[src/rtl/hcbd_pkg.sv]
// hcbd_pkg: types and constants for the HTTP chunked body decoder.
// No dependencies; imported by http_chunked_body_decoder_unit.
`timescale 1ns / 1ps

package hcbd_pkg;

  // Keeping this many size-line characters is a framing fault
  localparam int unsigned SIZE_LINE_LIMIT = 8;
  localparam int unsigned KEPT_W          = $clog2(SIZE_LINE_LIMIT + 1);

  localparam int unsigned BYTE_W  = 8;
  localparam int unsigned SIZE_W  = 28;

  localparam logic [SIZE_W-1:0] VALUE_MAX = 28'h0FF_FFFF | 28'hF00_0000;
  localparam logic [BYTE_W-1:0] CH_CR     = 8'h0D;
  localparam logic [BYTE_W-1:0] CH_LF     = 8'h0A;

  typedef logic [BYTE_W-1:0] byte_t;
  typedef logic [SIZE_W-1:0] size_t;
  typedef logic [KEPT_W-1:0] kept_t;

  typedef enum logic [2:0] {
    PH_FIRST   = 3'd0,
    PH_REST    = 3'd1,
    PH_PAYLOAD = 3'd2,
    PH_CR      = 3'd3,
    PH_LF      = 3'd4,
    PH_DONE    = 3'd5,
    PH_ERROR   = 3'd6
  } phase_t;

  // Size-line parser state after one kept character
  typedef struct packed {
    kept_t kept;
    size_t value;
    logic  stopped;
  } size_line_t;

  // Hex digit decode: valid flag and nibble
  typedef struct packed {
    logic       ok;
    logic [3:0] nib;
  } hex_t;

endpackage

[src/rtl/http_chunked_body_decoder_unit.sv]
// http_chunked_body_decoder_unit: byte-wide HTTP chunked transfer decoder.
// Depends on hcbd_pkg (phase enum, size-line struct, character constants).
`timescale 1ns / 1ps

// ---------------------------------------------------------------------------
// Usage
//  - Input channel: in_byte with in_valid/in_ready. One raw body byte a word.
//  - Result channel: out_byte, out_valid, out_body_end, out_framing_error with
//    out_word_valid/out_word_ready. Every accepted input byte yields exactly
//    one result word; out_valid flags whether out_byte carries payload.
//  - cfg_we/cfg_wdata write chunked_enable (1 = decode, 0 = pass-through).
//    Write only while idle.
//  - Latency: result word appears the cycle after the input is accepted.
//  - Throughput: one byte per clock. The parser state updates at the accept
//    edge and the result lands in a single output register; in_ready stays
//    high while that register is empty or being drained the same cycle.
//  - Receiver stall: the output word holds, in_ready drops until it is taken;
//    no word is lost or repeated.
//  - Reset (rst_n low, synchronous): pass-through mode, parser at the first
//    size-line character, output register empty (its flags are not cleared).
//  - body_end and framing_error are sticky until reset; once either is set
//    further chunked bytes are swallowed (out_valid 0).
// ---------------------------------------------------------------------------
module http_chunked_body_decoder_unit (
  input  logic               clk,
  input  logic               rst_n,
  // configuration
  input  logic               cfg_we,
  input  logic               cfg_wdata,
  // input channel
  input  logic               in_valid,
  output logic               in_ready,
  input  hcbd_pkg::byte_t    in_byte,
  // result channel
  output logic               out_word_valid,
  input  logic               out_word_ready,
  output hcbd_pkg::byte_t    out_byte,
  output logic               out_valid,
  output logic               out_body_end,
  output logic               out_framing_error
);
  import hcbd_pkg::*;

  function automatic hex_t hex_digit(input byte_t c);
    hex_t h;
    h.ok  = 1'b0;
    h.nib = 4'd0;
    if (c >= 8'h30 && c <= 8'h39) begin
      h.ok  = 1'b1;
      h.nib = 4'(c - 8'h30);
    end else if (c >= 8'h41 && c <= 8'h46) begin
      h.ok  = 1'b1;
      h.nib = 4'(c - 8'h41 + 8'd10);
    end else if (c >= 8'h61 && c <= 8'h66) begin
      h.ok  = 1'b1;
      h.nib = 4'(c - 8'h61 + 8'd10);
    end
    return h;
  endfunction

  // Keep one size-line character: count it, fold it into the value
  // unless the hex run has already stopped. Saturates on overflow.
  function automatic size_line_t keep_char(input size_line_t s, input byte_t c);
    size_line_t r;
    hex_t       h;
    r      = s;
    h      = hex_digit(c);
    r.kept = s.kept + kept_t'(1);
    if (!s.stopped) begin
      if (!h.ok) begin
        r.stopped = 1'b1;
      end else if (s.value[SIZE_W-1 -: 4] != 4'd0) begin
        r.value = VALUE_MAX;
      end else begin
        r.value = {s.value[SIZE_W-5:0], h.nib};
      end
    end
    return r;
  endfunction

  // configuration
  logic       chunked_enable_r;

  // parser state
  phase_t     phase_r,      phase_nxt;
  size_line_t line_r,       line_nxt;
  size_t      bytes_left_r, bytes_left_nxt;

  // output register
  logic       out_word_valid_r;
  byte_t      out_byte_r,   out_byte_nxt;
  logic       out_valid_r,  out_valid_nxt;
  logic       body_end_r,   body_end_nxt;
  logic       frm_err_r,    frm_err_nxt;

  logic       in_acc;
  size_line_t kept_s;
  size_t      left_dec;

  assign in_ready = !out_word_valid_r || out_word_ready;
  assign in_acc   = in_valid && in_ready;

  always_ff @(posedge clk) begin
    if (!rst_n) begin
      chunked_enable_r <= 1'b0;
    end else if (cfg_we) begin
      chunked_enable_r <= cfg_wdata;
    end
  end

  // state register
  always_ff @(posedge clk) begin
    if (!rst_n) begin
      phase_r      <= PH_FIRST;
      line_r       <= '0;
      bytes_left_r <= '0;
    end else if (in_acc) begin
      phase_r      <= phase_nxt;
      line_r       <= line_nxt;
      bytes_left_r <= bytes_left_nxt;
    end
  end

  // next state and result word
  always_comb begin
    phase_nxt      = phase_r;
    line_nxt       = line_r;
    bytes_left_nxt = bytes_left_r;
    out_byte_nxt   = '0;
    out_valid_nxt  = 1'b0;
    kept_s         = keep_char(line_r, in_byte);
    left_dec       = (bytes_left_r != '0) ? bytes_left_r - size_t'(1) : bytes_left_r;

    if (!chunked_enable_r) begin
      // pass-through: parser frozen
      out_byte_nxt  = in_byte;
      out_valid_nxt = 1'b1;
    end else begin
      unique case (phase_r)
        PH_FIRST: begin
          // first character always kept, fresh line
          line_nxt  = keep_char('0, in_byte);
          phase_nxt = PH_REST;
        end
        PH_REST: begin
          if (in_byte == CH_LF) begin
            if (line_r.value == '0) begin
              phase_nxt = PH_DONE;
            end else begin
              bytes_left_nxt = line_r.value;
              phase_nxt      = PH_PAYLOAD;
            end
          end else if (in_byte != CH_CR) begin
            line_nxt = kept_s;
            if (kept_s.kept >= kept_t'(SIZE_LINE_LIMIT)) phase_nxt = PH_ERROR;
          end
        end
        PH_PAYLOAD: begin
          out_byte_nxt   = in_byte;
          out_valid_nxt  = 1'b1;
          bytes_left_nxt = left_dec;
          if (left_dec == '0) phase_nxt = PH_CR;
        end
        PH_CR: begin
          phase_nxt = (in_byte == CH_CR) ? PH_LF : PH_ERROR;
        end
        PH_LF: begin
          phase_nxt = (in_byte == CH_LF) ? PH_FIRST : PH_ERROR;
        end
        PH_DONE: begin
          phase_nxt = PH_DONE;
        end
        default: begin
          phase_nxt = PH_ERROR;
        end
      endcase
    end

    body_end_nxt = (phase_nxt == PH_DONE);
    frm_err_nxt  = (phase_nxt == PH_ERROR);
  end

  // result register: loads on accept, empties when taken
  always_ff @(posedge clk) begin
    if (!rst_n) begin
      out_word_valid_r <= 1'b0;
    end else if (in_acc) begin
      out_word_valid_r <= 1'b1;
    end else if (out_word_ready) begin
      out_word_valid_r <= 1'b0;
    end
  end

  always_ff @(posedge clk) begin
    if (in_acc) begin
      out_byte_r  <= out_byte_nxt;
      out_valid_r <= out_valid_nxt;
      body_end_r  <= body_end_nxt;
      frm_err_r   <= frm_err_nxt;
    end
  end

  assign out_word_valid    = out_word_valid_r;
  assign out_byte          = out_byte_r;
  assign out_valid         = out_valid_r;
  assign out_body_end      = body_end_r;
  assign out_framing_error = frm_err_r;

endmodule
[config.mk]
export PLATFORM = sky130hd
export DESIGN_NAME = http_chunked_body_decoder_unit
export DESIGN_NICKNAME = d
export VERILOG_FILES = /design/src/rtl/hcbd_pkg.sv /design/src/rtl/http_chunked_body_decoder_unit.sv
export SDC_FILE = /design/constraint.sdc
export NUM_CORES = 1
export LEC_CHECK = 0
export BUFFER_PORTS_ARGS = -buffer_cell sky130_fd_sc_hd__buf_2
export CORE_MARGIN = 2
export CORE_UTILIZATION = 28
export CTS_CLUSTER_DIAMETER = 100
export DETAILED_ROUTE_END_ITERATION = 10
export GPL_TIMING_DRIVEN = 0
export HOLD_SLACK_MARGIN = 0.1
export PLACE_DENSITY = 0.51
export SLEW_MARGIN = 30
export SYNTH_ARGS = -nofsm -noshare
export SYNTH_HDL_FRONTEND = slang
export SYNTH_SLANG_ARGS = --single-unit
[constraint.sdc]
create_clock -name clk -period 9.3 [get_ports clk]
set_input_delay 0.465 -clock clk [delete_from_list [all_inputs] [get_ports clk]]
set_output_delay 0.465 -clock clk [all_outputs]
set_load 0.005 [all_outputs]
After elaboration in Yosys (flattened, before gate mapping). Cells that the tools add are included.

Flip-flop bits (word level): 77. Latch bits: 0. Bits in writable memories: 0. Bits in read-only memories: 0. Output and inout bits: 13. Logic and storage cells: 90. Memories kept: 0.

$add $sub $neg: 7. Multipliers: 0. Divide/modulo/power cells: 0. Magnitude comparators: 7. Equality and inequality tests: 16. Shifts and indexed selects: 0. Mux-type cells: 32. Bitwise gates (word level): 0. Reductions and logical operators: 17.

Operators by type and width (count): $mux W28 (5); $mux W33 (2); $pmux W33 S2 (1); $logic_not A28 Y1 (2); $pmux W28 S2 (1); $mux W29 (1); $reduce_bool A28 Y1 (1); $sub A28 B1 Y28 const B (1); $mux W5 (5); $mux W3 (7); $pmux W3 S6 (1); $eq A8 B4 Y1 const B (2); $ge A8 B7 Y1 const B (2); $le A8 B7 Y1 const B (2); $mux W8 (2); $eq A3 B3 Y1 const B (4); $ne A2 B2 Y1 const B (6); $sub A4 B1 Y4 const B (3); $reduce_and A5 Y1 (2); $add A4 B4 Y4 const B (2); $ge A8 B6 Y1 const B (1); $le A8 B6 Y1 const B (1); $ne A8 B4 Y1 const B (1); $reduce_and A7 Y1 (1); 13 further kinds (23).

Depth between registers and ports, before layout. Gate-level depths: netlist of run 1.

Depth in word-level cells: 11. Gate-level depth with buffers: 11. Gate-level depth less buffers: 9.

Worst setup path before layout of run 1. Ideal clock, no wire load.

Path type: reg2reg. Start: register bytes_left_r[14]. End: register body_end_r, in the netlist out_body_end, data pin. Arrival: 2920 ps. Data required time: 9154 ps. Setup slack: 6234 ps. Stages on the path, launching flop included: 10. Buffers on the path: 2. Path through: dfxtp_1 or4_1 buf_2 or4_4 buf_6 nor3_1 mux2i_1 o2111ai_1 or4_4 a21oi_1.

Word-level cells in the longest chain between the ends: 7.

Ends and longest elaborated chain: from (decl) (line http_chunked_body_decoder_unit.sv:87) `size_t bytes_left_r, bytes_left_nxt;`; from (signal assigned) (line http_chunked_body_decoder_unit.sv:120) `bytes_left_r <= bytes_left_nxt;`; $sub A28 B1 Y28 / $reduce_bool A28 Y1 (equally long branches) (line http_chunked_body_decoder_unit.sv:132) `left_dec = (bytes_left_r != '0) ? bytes_left_r - size_t'(1) : bytes_left_r;`; $mux W28 (*) (line http_chunked_body_decoder_unit.sv:132); $logic_not A28 Y1 (*) (line http_chunked_body_decoder_unit.sv:162) `if (left_dec == '0) phase_nxt = PH_CR;`; $mux W3 (*) (line http_chunked_body_decoder_unit.sv:162); $pmux W3 S6 (*) (line http_chunked_body_decoder_unit.sv:139) `unique case (phase_r)`; $mux W3 (*) (line http_chunked_body_decoder_unit.sv:134) `if (!chunked_enable_r) begin`; $eq A3 B3 Y1 (*) (line http_chunked_body_decoder_unit.sv:179) `body_end_nxt = (phase_nxt == PH_DONE);`; net body_end_nxt (line http_chunked_body_decoder_unit.sv:93) `logic body_end_r, body_end_nxt;`; to (signal assigned) (line http_chunked_body_decoder_unit.sv:198) `body_end_r <= body_end_nxt;`; to (decl) (line http_chunked_body_decoder_unit.sv:93).

The timed path passes the listed nets; every way through them passes the cells marked *. A chain may end at the register's enable or synchronous reset.

Final worst setup path of run 1.
Start: register bytes_left_r[0]. End: register body_end_r, in the netlist out_body_end, data pin.

The elaborated chain is that of the path after synthesis.

==> summary.txt, run 1 <==
STA
  – Max Slew Vio Count: 0
  – Period minus WS final: 3728 ps
  – Setup TNS: 0 ps
  – Fmax: 268.2 MHz
  – Worst slew pin tran: 913.1 ps
  – Crit share post-route: 0.4009
  – RSZ-0062 raised after global routing: false
  – Setup violations, final: 0
  – Final Hold Fails: 0
  – Clock Skew: 10.10 ps
  – Relative slew slack: 0.3857
  – Final hold slack: 367.1 ps

Flow run
  – Number of max-cap violations: 0

Power and ir drop
  – Int Pwr: 0.5702 mW
  – Peak supply drop: 0.00008567 V
  – PwrDens: 149.8 nW/um2
  – P_sw: 0.1990 mW
  – P_leak: 1.741 nW
  – Part of the power in the clock network: 0.459
  – Flop pwr share: 0.451
  – Switch share: 0.2587
  – Overall Power: 0.7692 mW
  – Combinational cell fraction of total power: 0.089

Critical path
  – CP Max Fanout: 9
  – CP Class: flop to flop
  – Max stage delay cell, worst path: nor4b_1
  – Worst path bufs/invs: 2
  – CP endpoint kind: flop
  – CP max stage delay: 700 ps
  – Cell count along the critical path: 10
  – Reg2Reg Setup Slack: 5570 ps
  – CP arrival: 3920 ps
  – Worst Reg-to-Reg Cells: 10
  – Worst-path cell chain: clkbuf_1, inv_1, ha_1, nor4b_1, nand4_1, nor3_1, mux2i_1, o2111ai_1, or4_4, a21oi_1
  – Worst Setup Start Kind: flop
  – CP Data Required Time: 9490 ps
  – Family with the most delay on the worst path: simple AND/OR/NAND/NOR gates

Layout
  – Diodes inserted: 0
  – Layout area overhead: 15.63%
  – Layout cells sized above 1: 0.09704
  – Finished Cell Area: 5136 um2
  – Final nets: 624

Synthesis
  – EDFF count, synth: 11
  – Commonest cells in the netlist: a21oi_1 (67), dfxtp_1 (66), nand2_1 (63), nor2_1 (46), clkbuf_1 (40)
  – Synth Instances: 567
  – Register bit total from synthesis: 77
  – YS warnings: 0
  – Most frequent cell after synthesis: a21oi_1
  – Ranking of synthesized cells by area: dfxtp_1 (30%), a21oi_1 (7.5%), edfxtp_1 (7.4%)
  – Post-synthesis area per instance: 7.834 um2
  – Synth Flop Type: dfxtp_1
  – Largest area contributor in the synthesized netlist: dfxtp_1
  – Mapped Nets: 588
  – Library cells used by synthesis: 65
  – Top cell type's share of synthesized area: 0.2975
  – Fraction of synthesis flops using an asynchronous set or reset pin: 0
  – Synthesized cell area: 4442 um2
  – Register area share after synthesis: 0.3718

Floorplanning
  – Die width: 130.0 um
  – Top Ports: 27
  – Total core area: 15710 um2
  – Die Footprint: 16890 um2
  – Starting Density: 0.2827
  – Site Rows: 46
  – Die Height: 130.0 um

Clocking
  – CTS Buf Count: 9
  – Cts hold-fix bufs: 0
  – H-tree depth: 3
  – Clock sink count: 77
  – CTS tree: yes
  – Clk_lat worst skew: 350 ps
  – Clock Path Buffers: 2
  – Post-cts sizing count: 0
  – Clock slew at reported path FFs: 60 ps
  – Clock root buffer: clkbuf_16
  – # Post-CTS Setup Buffers: 0

GRT
  – Total grt overflow: 0
  – Number of global-route vias before repair: 4392
  – Largest net degree at the start of global routing: 14
  – Total global-route track usage: 0.1917
  – Global-route wire length before repair: 24670 um
  – Initial antenna violation count: 0

Drt
  – Via count: 4573
  – Via-to-Cell Ratio: 5.550
  – Final ANT Viol Nets: 0
  – Final wirelength: 15340 um
  – DRT iter0 DRCs: 446
  – Drt pass-1 iters: 5
  – Detailed-route wire length per cell: 18.62 um
  – DRC: 0

Worst hold path
  – Min-Delay Path Class: input pin to flop
  – Worst Hold Depth: 3

Place
  – Area of placed instances: 4838 um2
  – PortBufs: 25
  – DP Wirelength: 11190 um
  – GP Congestion: 0.9665

Outcome
  – Status: finished clean
-- path summary, 6_finish.rpt --
| check | from | endpoint |
|---|---|---|
| max | bytes_left_r[0] | out_body_end |
| min | in_valid | out_word_valid |
| max reg2reg | bytes_left_r[0] | out_body_end |
| min reg2reg | line_r[25] | line_r[25] |
-- state kept, by name (all words and copies together), names as in the netlist --
signal / flops
out_framing_error: 1
phase_r: 3
chunked_enable_r: 1
out_byte: 8
line_r: 33
bytes_left_r: 28
out_word_valid: 1
out_valid: 1
out_body_end: 1
-- tightest hold or removal path, stage by stage --
cell and delay [ps]:
buf_2 110, inv_1 40, a21oi_1 50
-- layout make-up --
class,instances,area (um2)
buffer,43,171.4
clock buffer,12,267.8
clock inverter,4,30.03
fill,1667,10580
inverter,22,82.58
multi-input combinational,425,2537
sequential,77,1652
tap,216,270.3
timing repair buffer,25,125.1
-- routing by layer --
metal  up-vias  routed length, um  part of all wire  global-route usage
met4         0                550             0.036              0.1044
met2       156               7093              0.46              0.2938
met3        40                974             0.063             0.03362
met5         -                  0                 0                   0
met1      2186               6723              0.44              0.2568
li1       2191                  -                 -                   -
-- placed cells by master (no fill, tap or decap), types with 5 or more instances in the layout --
cell type	netlist	routed
and2_1	11	11
nor3_1	22	22
or4_1	7	7
a21oi_1	67	67
nor4_1	13	13
clkbuf_1	40	41
nand4_1	6	6
inv_1	22	22
nand2_1	63	63
dfxtp_1	66	66
and3_1	5	5
a211oi_1	10	10
o31ai_1	8	8
nor2_1	46	46
ha_1	7	7
a31oi_1	6	6
o21ai_0	34	34
a22oi_1	7	7
buf_2	2	27
clkbuf_16	0	10
edfxtp_1	11	11
nand3_1	6	6
o211ai_1	24	24
-- cell families (layout without fill, tap and decap cells) --
| logic type | Yosys count | in the layout | share of synthesized area |
|---|---|---|---|
| DFF | 77 | 77 | 0.3718 |
| xor gates and xnor gates | 5 | 5 | 0.009859 |
| buffers and inverters | 65 | 106 | 0.05718 |
| adders and majority gates | 7 | 7 | 0.01972 |
| and+or+nand+nor | 204 | 204 | 0.2299 |
| muxes | 6 | 6 | 0.01408 |
| AOI/OAI and AO/OA | 203 | 203 | 0.2975 |
-- metrics by stage --
stage,std cells,util,setup slack (ps)
6_report,824,0.3269,5572
3_5_place_dp,808,0.3079,5603
2_1_floorplan,567,-,6234
3_3_place_gp,808,0.3079,5582
5_1_grt,824,0.3269,5425
4_1_cts,824,0.3269,5575
-- power groups by stage --
| stage | clock network [mW] | registers, mW | logic, mW |
|---|---|---|---|
| 2_1_floorplan | 0 | 0.354 | 0.0426 |
| 3_3_place_gp | 0 | 0.354 | 0.0674 |
| 3_5_place_dp | 0 | 0.355 | 0.0678 |
| 4_1_cts | 0.359 | 0.347 | 0.0680 |
| 5_1_grt | 0.375 | 0.348 | 0.0762 |
| 6_report | 0.353 | 0.347 | 0.0687 |
(Power assumes the default switching activity.)
==> run 2, diff against run 1 <==
--- a/config.mk
+++ b/config.mk
@@ -5,6 +5,7 @@
 export SDC_FILE = /design/constraint.sdc
 export NUM_CORES = 1
 export LEC_CHECK = 0
+export ABC_AREA = 1
 export BUFFER_PORTS_ARGS = -buffer_cell sky130_fd_sc_hd__buf_2
 export CORE_MARGIN = 2
 export CORE_UTILIZATION = 28
@@ -12,7 +13,7 @@
 export DETAILED_ROUTE_END_ITERATION = 10
 export GPL_TIMING_DRIVEN = 0
 export HOLD_SLACK_MARGIN = 0.1
-export PLACE_DENSITY = 0.51
+export PLACE_DENSITY = 0.52
 export SLEW_MARGIN = 30
 export SYNTH_ARGS = -nofsm -noshare
 export SYNTH_HDL_FRONTEND = slang
==> constraint.sdc (replaced) <==
create_clock -name clk -period 3.4 [get_ports clk]
set_input_delay 0.17 -clock clk [delete_from_list [all_inputs] [get_ports clk]]
set_output_delay 0.17 -clock clk [all_outputs]
set_load 0.005 [all_outputs]
==> run 2 against run 1 <==
Net effect: sequential cell count is the same; power increased to 3.1 times the previous value; clock power increased to 2.5 times the previous value; synthesized area up 10%; via count grew 6.6%; worst hold slack got worse by 230 ps; critical path type unchanged; critical endpoint is now out_framing_error; highest routed layer unchanged.
==> summary.txt, run 2 <==
Drt
  – DRT iter0 DRCs: 367
  – Final ANT Viol Nets: 0
  – Detailed-route wire length per cell: 14.72 um
  – DRC: 0
  – Drt pass-1 iters: 5
  – Via-to-Cell Ratio: 4.810
  – Final wirelength: 14930 um
  – Via count: 4877

Synthesis
  – Most frequent cell after synthesis: nand2_1
  – Ranking of synthesized cells by area: dfxtp_1 (27%), nand2_1 (12%), a21oi_1 (9.1%)
  – Register area share after synthesis: 0.3374
  – Register bit total from synthesis: 77
  – YS warnings: 0
  – Post-synthesis area per instance: 6.561 um2
  – Commonest cells in the netlist: nand2_1 (161), nor2_1 (94), inv_1 (91), a21oi_1 (89), dfxtp_1 (66)
  – Fraction of synthesis flops using an asynchronous set or reset pin: 0
  – Mapped Nets: 767
  – Synthesized cell area: 4895 um2
  – Synth Flop Type: dfxtp_1
  – Largest area contributor in the synthesized netlist: dfxtp_1
  – EDFF count, synth: 11
  – Top cell type's share of synthesized area: 0.2699
  – Synth Instances: 746
  – Library cells used by synthesis: 44

STA
  – Setup violations, final: 0
  – Relative slew slack: 0.4132
  – RSZ-0062 raised after global routing: false
  – Max Slew Vio Count: 0
  – Period minus WS final: 2561 ps
  – Worst slew pin tran: 880.2 ps
  – Clock Skew: 8.635 ps
  – Final Hold Fails: 0
  – Setup TNS: 0 ps
  – Fmax: 390.5 MHz
  – Crit share post-route: 0.7533

Place
  – Placed insts: 997
  – Area of placed instances: 5306 um2
  – GP Congestion: 0.9077
  – DP Wirelength: 11970 um
  – PortBufs: 26

Worst hold path
  – Worst Hold Depth: 4
  – Min-Delay Path Class: input pin to flop
  – End of the worst hold path: out_word_valid
  – Hold wc startpoint: out_word_ready

GRT
  – Global-route wire length before repair: 24060 um
  – Initial antenna violation count: 0
  – Largest net degree at the start of global routing: 13
  – Number of global-route vias before repair: 4658
  – Total grt overflow: 0
  – Total global-route track usage: 0.1685

Layout
  – Layout area overhead: 14.34%
  – Finished Cell Area: 5597 um2
  – Most frequent cells in the layout: nand2_1 (161), nor2_1 (94), inv_1 (91), a21oi_1 (89), dfxtp_1 (66)
  – Final nets: 806
  – Layout cells sized above 1: 0.1141
  – Register area: 1652 um2
  – Layout fillers: 1901
  – Biggest register: line_r
  – Multi-input logic area: 2728 um2
  – Largest register FFs: 33
  – Layout Cells excl Fill: 1014
  – Diodes inserted: 0
  – Commonest non-fill, non-tap cell in the layout: nand2_1

Critical path
  – CP endpoint kind: flop
  – Worst Setup Start Kind: flop
  – Reg2Reg Setup Slack: 840 ps
  – CP Class: flop to flop
  – Reg2Reg Launch Point: bytes_left_r[0]
  – CP Max Fanout: 7
  – CP arrival: 2650 ps
  – CP Data Required Time: 3490 ps
  – Worst R2R End: out_framing_error
  – Worst Reg-to-Reg Cells: 15

Clocking
  – Clk_lat worst skew: 340 ps
  – Clock Path Buffers: 2
  – CTS Buf Count: 9
  – Clock root buffer: clkbuf_16
  – Clock sink count: 77
  – # Post-CTS Setup Buffers: 0
  – Clock slew at reported path FFs: 60 ps
  – H-tree depth: 3
  – CTS tree: yes

Floorplanning
  – Die Footprint: 18550 um2
  – Total core area: 17180 um2
  – Die Height: 136.2 um
  – Starting Density: 0.2850
  – Site Rows: 48
  – Top Ports: 27
  – Die width: 136.2 um

Outcome
  – Status: finished clean

Flow run
  – Number of max-cap violations: 0

Power and ir drop
  – P_leak: 2.479 nW
  – PwrDens: 419.4 nW/um2
  – Peak supply drop: 0.0002021 V
run 2: cell count changes after synthesis, sizes merged, moves of 20 or more:
cell,change
nor2,+58
clkbuf,-23
nand3,+32
o21ai,+28
a21oi,+24
o211ai,-20
inv,+73
nand2,+105
run 2: timing repair:
action,CTS,global route
hold buffers,2,0
hold endpoints to repair,1,0
gates resized for setup,0,0
run 2: how the worst max path moves through the flow:
stage	from	to	slack, ps	cells past startpoint
detailed placement	bytes_left_r[0]	out_framing_error	890	15
floorplan	bytes_left_r[0]	out_framing_error	1360	15
CTS	bytes_left_r[0]	out_framing_error	870	15
finish	bytes_left_r[0]	out_framing_error	840	15
global placement	bytes_left_r[0]	out_framing_error	850	17
global route	bytes_left_r[0]	out_framing_error	640	17
run 2: power by group:
part / internal (mW) / leakage [nW] / switching (mW)
Clock: 0.528 / 0.135 / 0.363
Sequential: 0.967 / 0.643 / 0.0262
Combinational: 0.149 / 1.70 / 0.314
run 2: critical path, stage by stage (launching register included):
cell and delay, ps:
dfxtp_1 350, inv_2 130, ha_1 320, nand2_2 150
nor2_4 240, nand2_2 130, o21ai_1 190, nand2_1 70
o21ai_0 140, nand2_1 120, nor2_1 110, nand3_1 80
nand2_1 100, nand2_1 80, nand2_1 70, nor2_1 40
run 2: area by class of cell:
type,instances,area share
Multi-Input combinational cell,543,0.4874
Inverter,96,0.06461
Clock inverter,2,0.001789
Sequential cell,77,0.2951
Timing Repair Buffer,28,0.02683
Tap cell,225,0.05030
Clock buffer,13,0.04650
Buffer,30,0.02750
run 2: kinds of logic after synthesis:
family | after synthesis | synth area share
XOR/XNOR | 9 | 0.01611
flip-flops | 77 | 0.3374
buffers and inverters | 126 | 0.1053
AND/OR/NAND/NOR | 342 | 0.3078
adder cells (fa/ha/maj) | 7 | 0.01789
AO/OA/AOI/OAI | 185 | 0.2155
run 2: per-layer routing:
metal | vias to the layer above | routed length [um] | part of all wire | GRT usage
li1 | 2538 | - | - | -
met5 | - | 0 | 0 | 0
met1 | 2226 | 7437 | 0.50 | 0.2275
met2 | 86 | 6561 | 0.44 | 0.2658
met4 | 0 | 418 | 0.028 | 0.06655
met3 | 27 | 509 | 0.034 | 0.03020
run 2: per-stage QoR:
stage	hold slack (ps)	total power, mW	utilization	setup WS (ps)
after floorplan	308.3	1.328	-	1361
after global placement	405.7	1.473	0.3089	848.1
after detailed placement	406.4	1.470	0.3089	885.2
after CTS	120.2	2.366	0.3258	870.3
after global routing	159.3	2.468	0.3258	641.5
final	133.1	2.347	0.3258	838.9
==> run 3, diff against run 2 <==
--- a/config.mk
+++ b/config.mk
@@ -13,7 +13,7 @@
 export DETAILED_ROUTE_END_ITERATION = 10
 export GPL_TIMING_DRIVEN = 0
 export HOLD_SLACK_MARGIN = 0.1
-export PLACE_DENSITY = 0.52
+export PLACE_DENSITY = 0.51
 export SLEW_MARGIN = 30
 export SYNTH_ARGS = -nofsm -noshare
 export SYNTH_HDL_FRONTEND = slang
==> constraint.sdc (replaced) <==
create_clock -name clk -period 2.5 [get_ports clk]
set_input_delay 0.125 -clock clk [delete_from_list [all_inputs] [get_ports clk]]
set_output_delay 0.125 -clock clk [all_outputs]
set_load 0.005 [all_outputs]
==> run 3 against run 2 <==
Net effect: core utilization rose by 0.57 points; sequential share of layout area fell by 0.46 points; register-to-register slack got worse by 690 ps; worst setup slack got worse by 690 ps; fmax rose by 9.1%; count of clock-buffer cells in the layout fell by 1; wire length rose by 3.0%; die area did not move; critical path depth rose by 1; combinational power rose by 40%; clock skew barely moved; final area rose by 1.7%; critical path type unchanged.
==> summary.txt, run 3 (synthesis results as in run 2) <==
Critical path
  – Worst Setup Start Kind: flop
  – Reg2Reg Setup Slack: 150 ps
  – Reg2Reg Launch Point: bytes_left_r[4]
  – CP arrival: 2460 ps
  – Worst-path cell chain: nor2_1, nand2_1, nor2_2, nand2_1, nand2_1, nand2_1, nand2_1, nand2_1, nor2_1, nand2_1, nor2_1, nand3_1, nand2_1, nand2_1, nand2_1, nor2_1
  – CP Data Required Time: 2610 ps
  – Worst R2R End: out_framing_error
  – Max stage delay cell, worst path: dfxtp_1
  – CP endpoint kind: flop
  – Worst Reg-to-Reg Cells: 16
  – CP Class: flop to flop
  – CP Max Fanout: 6
  – CP dominant cell by count: nand2_1
  – CP max stage delay: 350 ps

Clocking
  – Clk_lat worst skew: 350 ps
  – H-tree depth: 3
  – CTS Buf Count: 9
  – CTS tree: yes
  – Clock Path Buffers: 2
  – Clock root buffer: clkbuf_16
  – Clock slew at reported path FFs: 60 ps
  – Clock sink count: 77

STA
  – Worst slew pin tran: 864.0 ps
  – Relative slew slack: 0.4240
  – Setup violations, final: 0
  – Final Hold Fails: 0
  – Max Slew Vio Count: 0
  – Period minus WS final: 2347 ps
  – Crit share post-route: 0.9389
  – Setup TNS: 0 ps
  – RSZ-0062 raised after global routing: false
  – Fmax: 426.0 MHz
  – Clock Skew: 8.791 ps

GRT
  – Largest net degree at the start of global routing: 14
  – Total global-route track usage: 0.1721
  – Number of global-route vias before repair: 4544
  – Total grt overflow: 0
  – Initial antenna violation count: 0
  – Global-route wire length before repair: 24330 um

Power and ir drop
  – P_leak: 2.514 nW
  – Overall Power: 3.290 mW
  – Peak supply drop: 0.0003276 V
  – PwrDens: 577.8 nW/um2

Floorplanning
  – Total core area: 17180 um2
  – Die Height: 136.2 um
  – Die width: 136.2 um
  – Die Footprint: 18550 um2
  – Starting Density: 0.2850
  – Top Ports: 27
  – Site Rows: 48

Place
  – GP Congestion: 0.8832
  – DP Wirelength: 12110 um
  – PortBufs: 26

Layout
  – Final nets: 812
  – Biggest register: line_r
  – Most frequent cells in the layout: nand2_1 (161), nor2_1 (91), inv_1 (90), a21oi_1 (89), dfxtp_1 (64)
  – Diodes inserted: 0
  – Layout cells sized above 1: 0.1269
  – Util after Layout: 0.3315
  – Largest register FFs: 33
  – Layout area overhead: 16.33%
  – Commonest non-fill, non-tap cell in the layout: nand2_1

Worst hold path
  – Worst Hold Depth: 3
  – Min-Delay Path Class: input pin to flop
  – Hold wc startpoint: in_byte[7]
  – End of the worst hold path: out_byte[7]

Drt
  – Via count: 4948
  – Via-to-Cell Ratio: 4.846
  – Final wirelength: 15380 um
  – Drt pass-1 iters: 5
  – Final ANT Viol Nets: 0
  – DRC: 0
  – Detailed-route wire length per cell: 15.06 um
  – DRT iter0 DRCs: 317

Flow run
  – Number of max-cap violations: 0

Outcome
  – Status: finished clean
run 3: cell count changes in the layout (fill, tap and decap cells not counted), sizes merged:
| cell | before | now |
|---|---|---|
| clkinvlp | 0 | 1 |
| buf | 39 | 43 |
| dlygate4sd3 | 2 | 4 |
| clkbuf | 30 | 29 |
| bufinv | 0 | 1 |
run 3: per-stage QoR:
step / cells / cell area, um2 / setup slack [ps] / hold slack (ps)
global route: 1021 / 5694 / 5.239 / 127.1
global placement: 997 / 5306 / -76.68 / 359.1
detailed placement: 997 / 5306 / -54.91 / 365.7
floorplan: 746 / 4895 / 460.5 / 263.3
CTS: 1017 / 5637 / 14.02 / 106.2
finish: 1021 / 5694 / 152.7 / 124.2
run 3: report_power, final:
| group | switching, mW | total (mW) | leakage (nW) | internal (mW) |
|---|---|---|---|---|
| registers | 0.0351 | 1.35 | 0.644 | 1.32 |
| clock network | 0.521 | 1.30 | 0.137 | 0.774 |
| logic | 0.434 | 0.645 | 1.73 | 0.210 |
run 3: worst max path at each step:
stage	from	end	slack [ps]	depth (start not counted)
after floorplan	bytes_left_r[0]	out_framing_error	460	15
after global placement	bytes_left_r[0]	out_framing_error	-80	17
after detailed placement	bytes_left_r[0]	out_framing_error	-50	17
after CTS	bytes_left_r[0]	out_framing_error	10	17
after global routing	bytes_left_r[0]	out_framing_error	5	18
final	bytes_left_r[4]	out_framing_error	150	16
run 3: cell type report:
| cell class | count | area (um2) |
|---|---|---|
| fill | 1910 | 11480 |
| buffer | 30 | 153.9 |
| clock inverter | 4 | 51.30 |
| clock buffer | 12 | 236.5 |
| inverter | 96 | 364.1 |
| sequential | 77 | 1654 |
| timing repair buffer | 34 | 200.2 |
| multi-input combinational | 543 | 2753 |
| tap | 225 | 281.5 |
run 3: repair_timing:
action / 4_1_cts / 5_1_grt
setup buffers: 0 / 4
pin swaps: 0 / 2
hold buffers: 4 / 0
gates resized for setup: 1 / 9
endpoints found under the setup margin: 1 / 6
hold endpoints to repair: 4 / 0
run 3: metal layers:
layer | GRT usage | share of wire | up-vias
li1 | - | - | 2553
met1 | 0.2367 | 0.49 | 2299
met2 | 0.2694 | 0.46 | 81
met3 | 0.03840 | 0.033 | 15
met4 | 0.04977 | 0.016 | 0
met5 | 0 | 0 | -
run 3: worst max-delay path: cells and delay by family, from the launching register on:
kind / cells / cell delay [ps]
and+or+nand+nor: 16 / 1750
DFF: 1 / 350
